File: config.mk
export PLATFORM = sky130hd
export DESIGN_NAME = rhr_sqrt
export DESIGN_NICKNAME = d
export VERILOG_FILES = /design/src/hdl/rhr_pkg.sv /design/src/hdl/rhr_sqrt.sv
export SDC_FILE = /design/constraint.sdc
export NUM_CORES = 1
export LEC_CHECK = 0
export BUFFER_PORTS_ARGS = -buffer_cell sky130_fd_sc_hd__buf_4
export CORE_MARGIN = 8
export CORE_UTILIZATION = 55
export DETAILED_ROUTE_END_ITERATION = 6
export HOLD_SLACK_MARGIN = 0.03
export PLACE_DENSITY = 0.81
export SYNTH_ARGS = -nofsm -noshare
export SYNTH_HDL_FRONTEND = slang
export SYNTH_SLANG_ARGS = --single-unit
File: constraint.sdc
create_clock -name clk_i -period 23.7 [get_ports clk_i]
set_clock_uncertainty 0.1 [all_clocks]
set_input_delay 2.37 -clock clk_i [delete_from_list [all_inputs] [get_ports clk_i]]
set_output_delay 2.37 -clock clk_i [all_outputs]
set_load 0.1 [all_outputs]
File: src/hdl/rhr_pkg.sv
`timescale 1ns / 1ps
package rhr_pkg;

  localparam int unsigned COORD_W = 10;
  localparam int unsigned RADIUS_W = 11;
  localparam int unsigned HEIGHT_W = 24;
  localparam int unsigned DSQ_W = 21;
  localparam int unsigned FRAC_W = 8;
  localparam int unsigned ROOT_IN_W = 38;
  localparam int unsigned DIST_W = ROOT_IN_W / 2;
  localparam int unsigned PROD_W = 43;
  localparam int unsigned NUM_W = 44;
  localparam int unsigned QUOT_W = 24;
  localparam int unsigned CFG_IDX_W = 3;

  localparam logic [CFG_IDX_W-1:0] RegCenterX = 3'd0;
  localparam logic [CFG_IDX_W-1:0] RegCenterZ = 3'd1;
  localparam logic [CFG_IDX_W-1:0] RegRadius = 3'd2;
  localparam logic [CFG_IDX_W-1:0] RegFloor = 3'd3;
  localparam logic [CFG_IDX_W-1:0] RegCeiling = 3'd4;
  localparam logic [CFG_IDX_W-1:0] RegAddMode = 3'd5;

  typedef struct packed {
    logic [HEIGHT_W-1:0] base;
    logic in_ramp;
    logic neg;
  } div_side_t;

endpackage

File: src/hdl/rhr_sqrt.sv
`timescale 1ns / 1ps
module rhr_sqrt #(
  parameter int unsigned IN_W = rhr_pkg::ROOT_IN_W,
  parameter int unsigned SW = rhr_pkg::HEIGHT_W
) (
  input  logic            clk_i,
  input  logic            rst_ni,
  input  logic            valid_i,
  output logic            ready_o,
  input  logic [IN_W-1:0] rad_i,
  input  logic [SW-1:0]   side_i,
  output logic            valid_o,
  input  logic            ready_i,
  output logic [IN_W/2-1:0] root_o,
  output logic [SW-1:0]   side_o
);
  import rhr_pkg::*;

  localparam int unsigned N = IN_W / 2;
  localparam int unsigned REM_W = N + 2;

  logic [N-1:0]     v_q;
  logic [N-1:0]     en;
  logic [REM_W-1:0] rem_q [N];
  logic [N-1:0]     root_q [N];
  logic [IN_W-1:0]  rad_q [N];
  logic [SW-1:0]    side_q [N];

  // one root bit per stage, restoring
  for (genvar k = 0; k < N; k++) begin : g_stage
    logic             v_in;
    logic [REM_W-1:0] rem_in;
    logic [N-1:0]     root_in;
    logic [IN_W-1:0]  rad_in;
    logic [SW-1:0]    side_in;
    logic [REM_W+1:0] r2;
    logic [REM_W+1:0] trial;
    logic             ge;

    if (k == 0) begin : g_src0
      assign v_in = valid_i;
      assign rem_in = '0;
      assign root_in = '0;
      assign rad_in = rad_i;
      assign side_in = side_i;
    end else begin : g_srcn
      assign v_in = v_q[k-1];
      assign rem_in = rem_q[k-1];
      assign root_in = root_q[k-1];
      assign rad_in = rad_q[k-1];
      assign side_in = side_q[k-1];
    end

    if (k == N - 1) begin : g_enl
      assign en[k] = !v_q[k] || ready_i;
    end else begin : g_enm
      assign en[k] = !v_q[k] || en[k+1];
    end

    assign r2 = {rem_in, rad_in[IN_W-1 -: 2]};
    assign trial = (REM_W+2)'({root_in, 2'b01});
    assign ge = r2 >= trial;

    always_ff @(posedge clk_i or negedge rst_ni) begin
      if (!rst_ni) begin
        v_q[k] <= 1'b0;
      end else if (en[k]) begin
        v_q[k] <= v_in;
      end
    end

    always_ff @(posedge clk_i) begin
      if (en[k]) begin
        rem_q[k] <= ge ? REM_W'(r2 - trial) : REM_W'(r2);
        root_q[k] <= {root_in[N-2:0], ge};
        rad_q[k] <= {rad_in[IN_W-3:0], 2'b00};
        side_q[k] <= side_in;
      end
    end
  end

  assign ready_o = en[0];
  assign valid_o = v_q[N-1];
  assign root_o = root_q[N-1];
  assign side_o = side_q[N-1];

endmodule

==> flow_metrics.env <==
export IMPL_drive_above_1_share_pct=10.5
export IMPL_cts_made_buffers=133
export IMPL_drc=0
export IMPL_slew_headroom_pct=26.7
export IMPL_ys_seq_elements=1359
export IMPL_hold_path_depth=0
export IMPL_grt_start_max_net_pins=82
export IMPL_final_cell_mix="edfxtp_1, inv_1, ha_1"
export IMPL_synth_area_per_cell_um2=15.3
export IMPL_drv_cap=0
export IMPL_place_congestion=0.905
export IMPL_io_pins=111
export IMPL_rows=116
export IMPL_setup_viol_count_final=0
export IMPL_start_util_pct=55.3
export IMPL_end_kind="output port"
export IMPL_rsz0062_at_grt="no"
export IMPL_clk_pin_slew_ps=60
export IMPL_drt_vias_per_instance=5.58
export IMPL_clock_fmax_mhz=108
export IMPL_grt_pass1_vias=30174
export IMPL_detail_route_antenna_nets=0
export IMPL_syn_to_final_growth_pct=12.2
export IMPL_core_um2=99900
export IMPL_final_common_cell="edfxtp_1"
export IMPL_final_max_slew_viol_count=0
export IMPL_worst_slew_pin_slew_ps=1100
export IMPL_vias=29279
export IMPL_drt_pre_antenna_iters=6
export IMPL_async_flop_share_pct=1.40
export IMPL_fp_dieH_um=333
export IMPL_nets=4117
export IMPL_detail_route_wl_per_cell_um=18.5
export IMPL_grt_use_met3_pct=3.39
export IMPL_dpl_cell_count=5004
export IMPL_vdd_ir_drop_max_v=0.000103
export IMPL_post_route_period_util_pct=39.1
export IMPL_insertedDiodeCount=0
export IMPL_hold_class="reg2reg"
export IMPL_synth_edf_count=1340
export IMPL_drt_iter0_markers=2225
export IMPL_dieArea_um2=111000
export IMPL_routed_wl_mm=96.8
export IMPL_place_ws_ps=14440
export IMPL_htreeDepth=4
export IMPL_antenna_found_initial=0
export IMPL_start_kind="input pin"
export IMPL_grt_use_met1_pct=18.7
export IMPL_required_ps=21230
export IMPL_busiest_layer="met2"
export IMPL_portBuffers=110
export IMPL_place_hpwl_mm=61.5
export IMPL_cts_setup_buffers=0
export IMPL_ys_types=87
export IMPL_synth_cells=3615
export IMPL_total_power_mw=6.36
export IMPL_dpl_instance_area_um2=57800
export IMPL_post_route_min_period_ps=9280
export IMPL_cts_sinks=1359
export IMPL_status="completed"
export IMPL_synth_main_ff_cell="edfxtp_1"
export IMPL_grt_overflow=0
export IMPL_synth_area_um2=55300
export IMPL_cts_tree="done"
export IMPL_ctsHoldBuffers=0
export IMPL_p_leak_nw=24.3
export IMPL_cts_repair_resized=0
export IMPL_arrival_ps=6810
export IMPL_fin_cells=5247
export IMPL_final_area_um2=62000
export IMPL_grt_pass1_wl_mm=155
export IMPL_reg2regPathDepth=12
export IMPL_yosys_warnings=0
export IMPL_path_max_fanout=80
export IMPL_setup_tns_ps=0
export IMPL_crit_type="in2out"
export IMPL_hold_violations=0
export IMPL_track_usage_pct=17.1
export IMPL_fp_dieW_um=333
export IMPL_clockBufferDepth=3
export IMPL_grt_use_met2_pct=32.9
export IMPL_clkLatencyLatePin_ps=730
export IMPL_synth_fp_nets=3891
export IMPL_ys_seq_area_share_pct=73.7
export IMPL_clockRootBuffer="clkbuf_16"
export IMPL_power_density_nw_per_um2=103
export IMPL_postLayoutSetupSlackWorst_ps=14420
## power by group
part           internal [mW]  total (mW)  switching, mW
registers               3.18        3.42          0.243
logic                  0.363       0.909          0.546
clock network           1.14        2.03          0.886
## per-stage QoR
| stage | util (%) | hold slack, ps |
|---|---|---|
| floorplan | - | 300 |
| global placement | 57.9 | 300 |
| detailed placement | 57.9 | 305 |
| CTS | 62.1 | 299 |
| global route | 62.1 | 303 |
| finish | 62.1 | 298 |
## sequential cells by signal (all words and copies together) (netlist names)
register      cells
side_q          456
rem_q           352
rad_q           342
root_q          190
g_stage.v_in     18
valid_o           1
## critical path, cell delays in order
cell,delay (ps)
buf_4,80
and3b_1,250
and4_1,280
nand2_2,90
buf_4,680
nor3_1,200
buf_4,230
and4_1,290
inv_2,80
buf_4,720
nor2_1,300
nand2_2,130
buf_4,610
buf_4,420
## metal layers
layer / vias up / share of wire (%)
li1: 14051 / -
met1: 14252 / 38
met2: 771 / 55
met3: 205 / 4.3
met4: 0 / 2.8
met5: - / 0
## synthesized netlist by cell type, types with 12 or more instances
| master | count | share of area (%) |
|---|---|---|
| o31ai_1 | 23 | 0.31 |
| nand2_1 | 193 | 1.3 |
| nor3_1 | 82 | 0.74 |
| dfrtp_1 | 19 | 0.86 |
| nand4_1 | 36 | 0.41 |
| o21ai_0 | 164 | 1.5 |
| mux2_2 | 27 | 0.55 |
| o21a_1 | 63 | 0.86 |
| nand2b_1 | 44 | 0.50 |
| or2_2 | 19 | 0.22 |
| inv_1 | 282 | 1.9 |
| o211ai_1 | 16 | 0.22 |
| xor2_1 | 123 | 1.9 |
| nor2b_1 | 26 | 0.29 |
| or4_1 | 16 | 0.22 |
| a21oi_1 | 160 | 1.4 |
| a211oi_1 | 27 | 0.37 |
| nor4_1 | 57 | 0.65 |
| nor2_1 | 183 | 1.2 |
| ha_1 | 210 | 4.8 |
| o21bai_1 | 12 | 0.16 |
| a21o_1 | 55 | 0.75 |
| edfxtp_1 | 1340 | 73 |
| or3_1 | 26 | 0.29 |
| nand3_1 | 70 | 0.63 |
| xnor2_1 | 142 | 2.3 |
| clkbuf_1 | 31 | 0.21 |
## path summary, 6_finish.rpt
kind / start / to / slack, ps
max reg2reg: valid_o / rem_q[1][19] / 18730
min: side_q[10][5] / side_q[11][5] / 300
min in group asynchronous: rst_ni / g_stage[12].v_in / 1430
min reg2reg: side_q[10][5] / side_q[11][5] / 300
max: ready_i / ready_o / 14420
max in group asynchronous: rst_ni / g_stage[4].v_in / 21800
## final cells by class
| cell class | instances | area [um^2] |
|---|---|---|
| sequential | 1359 | 40700 |
| fill | 6768 | 37800 |
| multi-input combinational | 1931 | 13400 |
| clock buffer | 165 | 3520 |
| tap | 1298 | 1620 |
| inverter | 283 | 1060 |
| timing repair buffer | 133 | 998 |
| clock inverter | 78 | 694 |
## logic make-up (layout without fill, tap and decap cells)
logic type	Yosys count	in the layout	share of synthesized area [%]
flip-flops	1359	1359	73.7
AND/OR/NAND/NOR	818	818	7.49
AO/OA/AOI/OAI	599	599	6.90
buffers and inverters	325	659	2.23
XOR/XNOR	265	265	4.20
adder cells (fa/ha/maj)	210	210	4.75
multiplexers	38	38	0.749
other	1	1	0.00678
(Power assumes the default switching activity.)
