`src/hdl/rhr_pkg.sv`:
```
`timescale 1ns / 1ps
package rhr_pkg;

  localparam int unsigned COORD_W = 10;
  localparam int unsigned RADIUS_W = 11;
  localparam int unsigned HEIGHT_W = 24;
  localparam int unsigned DSQ_W = 21;
  localparam int unsigned FRAC_W = 8;
  localparam int unsigned ROOT_IN_W = 38;
  localparam int unsigned DIST_W = ROOT_IN_W / 2;
  localparam int unsigned PROD_W = 43;
  localparam int unsigned NUM_W = 44;
  localparam int unsigned QUOT_W = 24;
  localparam int unsigned CFG_IDX_W = 3;

  localparam logic [CFG_IDX_W-1:0] RegCenterX = 3'd0;
  localparam logic [CFG_IDX_W-1:0] RegCenterZ = 3'd1;
  localparam logic [CFG_IDX_W-1:0] RegRadius = 3'd2;
  localparam logic [CFG_IDX_W-1:0] RegFloor = 3'd3;
  localparam logic [CFG_IDX_W-1:0] RegCeiling = 3'd4;
  localparam logic [CFG_IDX_W-1:0] RegAddMode = 3'd5;

  typedef struct packed {
    logic [HEIGHT_W-1:0] base;
    logic in_ramp;
    logic neg;
  } div_side_t;

endpackage

```
`src/hdl/rhr_div.sv`:
```
`timescale 1ns / 1ps
module rhr_div #(
  parameter int unsigned NW = rhr_pkg::NUM_W,
  parameter int unsigned DW = rhr_pkg::DIST_W,
  parameter int unsigned QW = rhr_pkg::QUOT_W,
  parameter int unsigned SW = $bits(rhr_pkg::div_side_t)
) (
  input  logic          clk_i,
  input  logic          rst_ni,
  input  logic          valid_i,
  output logic          ready_o,
  input  logic [NW-1:0] num_i,
  input  logic [DW-1:0] den_i,
  input  logic [SW-1:0] side_i,
  output logic          valid_o,
  input  logic          ready_i,
  output logic [QW-1:0] quot_o,
  output logic [SW-1:0] side_o
);
  import rhr_pkg::*;

  logic [QW-1:0] v_q;
  logic [QW-1:0] en;
  logic [NW-1:0] rem_q [QW];
  logic [QW-1:0] q_q [QW];
  logic [SW-1:0] side_q [QW];

  // divisor is config; the user must keep it steady while items are in flight, the block does not enforce it
  for (genvar k = 0; k < QW; k++) begin : g_stage
    localparam int unsigned SH = QW - 1 - k;
    logic          v_in;
    logic [NW-1:0] rem_in;
    logic [QW-1:0] q_in;
    logic [SW-1:0] side_in;
    logic [NW-1:0] dsh;
    logic          ge;

    if (k == 0) begin : g_src0
      assign v_in = valid_i;
      assign rem_in = num_i;
      assign q_in = '0;
      assign side_in = side_i;
    end else begin : g_srcn
      assign v_in = v_q[k-1];
      assign rem_in = rem_q[k-1];
      assign q_in = q_q[k-1];
      assign side_in = side_q[k-1];
    end

    if (k == QW - 1) begin : g_enl
      assign en[k] = !v_q[k] || ready_i;
    end else begin : g_enm
      assign en[k] = !v_q[k] || en[k+1];
    end

    assign dsh = NW'(den_i) << SH;
    assign ge = rem_in >= dsh;

    always_ff @(posedge clk_i or negedge rst_ni) begin
      if (!rst_ni) begin
        v_q[k] <= 1'b0;
      end else if (en[k]) begin
        v_q[k] <= v_in;
      end
    end

    always_ff @(posedge clk_i) begin
      if (en[k]) begin
        rem_q[k] <= ge ? rem_in - dsh : rem_in;
        q_q[k] <= {q_in[QW-2:0], ge};
        side_q[k] <= side_in;
      end
    end
  end

  assign ready_o = en[0];
  assign valid_o = v_q[QW-1];
  assign quot_o = q_q[QW-1];
  assign side_o = side_q[QW-1];

endmodule

```
`config.mk`:
```
export PLATFORM = sky130hd
export DESIGN_NAME = rhr_div
export DESIGN_NICKNAME = d
export VERILOG_FILES = /design/src/hdl/rhr_pkg.sv /design/src/hdl/rhr_div.sv
export SDC_FILE = /design/constraint.sdc
export NUM_CORES = 2
export LEC_CHECK = 0
export ABC_AREA = 1
export BUFFER_PORTS_ARGS = -buffer_cell sky130_fd_sc_hd__buf_4
export CORE_MARGIN = 4
export CORE_UTILIZATION = 25
export DETAILED_ROUTE_END_ITERATION = 8
export PLACE_DENSITY_LB_ADDON = 0.12
export SYNTH_ARGS = -nofsm -noshare
export SYNTH_HDL_FRONTEND = slang
export SYNTH_SLANG_ARGS = --single-unit
```
`constraint.sdc`:
```
create_clock -name clk_i -period 13.45 [get_ports clk_i]
set_clock_uncertainty 0.1 [all_clocks]
set_input_delay 0 -clock clk_i [delete_from_list [all_inputs] [get_ports clk_i]]
set_output_delay 0 -clock clk_i [all_outputs]
set_load 0.02 [all_outputs]
```
==> impl_metrics.env <==
export IMPL_grt_start_max_net_pins=82
export IMPL_critical_path_cell_chain="nand4_4 -> nor3_4 -> nand4_4 -> buf_4 -> nor2_4 -> nand4_4 -> nor2_4 -> nand4_4 -> nor2_4 -> nand4_4 -> nor2_4 -> nand4_4 -> buf_4"
export IMPL_synth_compound_area_frac=0.0909
export IMPL_worst_pin_slew_ps=1200
export IMPL_clock_path_buffers=4
export IMPL_layout_common_cells="1936 x edfxtp_1, 1420 x nand2_1, 959 x nor2_1"
export IMPL_slew_violations=0
export IMPL_dp_hpwl_mm=225
export IMPL_cp_required_ps=13350
export IMPL_cp_common_cell="nand4_4"
export IMPL_ys_seq_elements=1960
export IMPL_run_status="finished, final reports clean"
export IMPL_rsz0062_at_grt="false"
export IMPL_htreeDepth=4
export IMPL_ant_nets=0
export IMPL_muxShareOfSynthArea=0.000116
export IMPL_numCtsBuffers=232
export IMPL_hold_viol=0
export IMPL_crit_arrival_ps=5780
export IMPL_r2r_slack_ps=7860
export IMPL_yosysSeqAreaShare=0.607
export IMPL_worst_path_buf_inv=2
export IMPL_numClockSinks=1960
export IMPL_die_w_um=630
export IMPL_holdPathStages=6
export IMPL_wire_per_inst_um=20.1
export IMPL_synth_edf_count=1936
export IMPL_synth_async_reset_ratio=0.0122
export IMPL_insertion_delay_ps=940
export IMPL_vias=65500
export IMPL_dr_first_iter_drc_count=4006
export IMPL_num_io_pins=145
export IMPL_synth_top_area_frac=0.601
export IMPL_area_delta_synth_final_pct=17.5
export IMPL_irDropWorstVdd_mv=0.130
export IMPL_crit_family="simple AND/OR/NAND/NOR gates"
export IMPL_path_class="flip-flop to output port"
export IMPL_synthAdderAreaFrac=0.0638
export IMPL_layout_commonest_cell="edfxtp_1"
export IMPL_r2r_end="rem_q[0][42]$_DFFE_PP_"
export IMPL_synth_top_family_by_area="simple AND/OR/NAND/NOR gates"
export IMPL_start_util=0.251
export IMPL_avgSynthCellArea_um2=10.9
export IMPL_rows=228
export IMPL_setup_violations=0
export IMPL_cp_slowest_cell="nand4_4"
export IMPL_gp_congestion=0.852
export IMPL_r2r_cells=13
export IMPL_grt_pass1_vias=67100
export IMPL_post_cts_buffers=0
export IMPL_drv_cap=0
export IMPL_synthDistinctLibCells=77
export IMPL_layoutNonFillerInstCount=14800
export IMPL_synth_simple_area_share=0.139
export IMPL_path_max_fanout=42
export IMPL_leakagePower_nw=41.9
export IMPL_track_usage=0.146
export IMPL_syn_nets=9443
export IMPL_cts_tree="built"
export IMPL_max_stage_delay_ps=500
export IMPL_end_kind="output port"
export IMPL_yosysTopAreaCell="edfxtp_1"
export IMPL_finalCritPeriodShare=0.437
export IMPL_dpl_cell_count=14200
export IMPL_holdPathEnd="rem_q[2][28]$_DFFE_PP_"
export IMPL_syn_area_um2=96700
export IMPL_power_density_nw_per_um2=224
export IMPL_io_buffers=144
export IMPL_post_route_min_period_ps=5880
export IMPL_cts_root_buffer="clkbuf_16"
export IMPL_cp_start_kind="flip-flop"
export IMPL_cts_resized=0
export IMPL_dr_pass1_iters=6
export IMPL_dieHeight_um=630
export IMPL_synthCells=8871
export IMPL_relSlewSlack=0.200
export IMPL_clk_pin_slew_ps=60
export IMPL_r2r_start="valid_o$_DFFE_PN0P_"
export IMPL_synth_warnings=0
export IMPL_grt_pass1_wl_mm=440
export IMPL_layout_nets=9962
export IMPL_wl_mm=297
export IMPL_globalRouteOverflowTotal=0
export IMPL_timing_hold_worst_class="primary input to flip-flop"
export IMPL_antenna_found_initial=21
export IMPL_synthFlopType="edfxtp_1"
export IMPL_via_per_inst=4.43
export IMPL_worstHoldStart="den_i[7]"
export IMPL_drc=0
export IMPL_synth_area_top_cells="edfxtp_1 60%, ha_1 5.9%, nand2_1 5.5%, inv_1 3.8%, nor2_1 3.7%"
export IMPL_drive_gt1_frac=0.0746
export IMPL_synth_xor_area_frac=0.0554
export IMPL_setup_tns_ps=0
export IMPL_core_um2=385000
export IMPL_timing_fmax_mhz=170
export IMPL_die_area_um2=397000
==> per-stage QoR <==
stage / area [um^2] / hold slack [ps] / setup slack [ps] / power (mW) / utilization
3_3_place_gp: 104000 / -84.2 / 7840 / 19.4 / 0.271
2_1_floorplan: 96700 / -396 / 3860 / 16.2 / -
5_1_grt: 114000 / 96.3 / 7040 / 27.3 / 0.295
3_5_place_dp: 104000 / -81.4 / 7740 / 19.3 / 0.271
6_report: 114000 / 96.8 / 7570 / 25.4 / 0.295
4_1_cts: 114000 / 8.89 / 7270 / 25.8 / 0.295
==> per-layer routing <==
layer | up-vias | wire [um] | global-route usage | part of all wire
li1 | 32300 | - | - | -
met3 | 415 | 10600 | 0.0181 | 0.036
met2 | 1227 | 145000 | 0.254 | 0.49
met4 | 0 | 8540 | 0.0401 | 0.029
met5 | - | 0 | 0 | 0
met1 | 31500 | 133000 | 0.192 | 0.45
==> synthesized netlist by cell type (all sizes together), types with 8 or more instances <==
cell type,count
a211oi,14
a21boi,15
a21o,20
a21oi,625
a31oi,83
and3,10
buf,64
clkbuf,31
dfrtp,24
edfxtp,1936
fa,23
ha,456
inv,1002
nand2,1431
nand3,235
nand3b,14
nand4,138
nor2,973
nor3,129
nor4,125
o2111ai,28
o211ai,35
o21a,33
o21ai,667
o21bai,16
o221ai,9
o31ai,8
or2,64
or4,10
xnor2,295
xor2,317
==> flip-flops by register name (all words and copies together) (netlist names) <==
signal	count
side_q	624
g_stage.v_in	23
rem_q	1012
valid_o	1
q_q	300
==> cell families after synthesis <==
family                   after synthesis
AO/OA/AOI/OAI                       1583
XOR/XNOR                             612
adder cells (fa/ha/maj)              479
buffers and inverters               1097
flip-flops                          1960
multiplexers                           1
AND/OR/NAND/NOR                     3139
==> worst max path at each step <==
| stage | startpoint | endpoint | depth (start not counted) |
|---|---|---|---|
| 4_1_cts | valid_o$_DFFE_PN0P_ | ready_o | 13 |
| 2_1_floorplan | valid_o$_DFFE_PN0P_ | q_q[0][0]$_DFFE_PP_ | 11 |
| 6_report | valid_o$_DFFE_PN0P_ | ready_o | 13 |
| 3_5_place_dp | valid_o$_DFFE_PN0P_ | rem_q[0][42]$_DFFE_PP_ | 13 |
| 3_3_place_gp | valid_o$_DFFE_PN0P_ | rem_q[0][42]$_DFFE_PP_ | 13 |
| 5_1_grt | valid_o$_DFFE_PN0P_ | ready_o | 13 |
==> worst register-to-register path: stages, from the launching register on <==
cell,delay [ps]
dfrtp_1,470
nand4_4,160
nor3_4,240
nand4_4,100
buf_4,340
nor2_4,340
nand4_4,490
nor2_4,440
nand4_4,240
nor2_4,300
nand4_4,430
nor2_4,390
nand4_4,500
buf_4,500
==> power by group <==
part | internal (mW) | switching, mW | total (mW)
combinational | 3.07 | 5.54 | 8.61
clock | 3.63 | 2.59 | 6.22
sequential | 9.26 | 1.31 | 10.6
==> final cells by class <==
cell class / instances / area (um^2)
Clock buffer: 282 / 6040
Clock inverter: 143 / 1450
Antenna cell: 2 / 5.00
Fill cell: 39700 / 272000
Timing Repair Buffer: 380 / 3310
Tap cell: 5175 / 6470
Multi-Input combinational cell: 5814 / 33900
Inverter: 1002 / 3780
Sequential cell: 1960 / 58700
==> repair_timing <==
action,in CTS,in global routing
hold buffers,174,0
setup endpoints to repair,0,0
endpoints found under the hold margin,176,0
No activity file was read; power rests on OpenSTA's default activity.
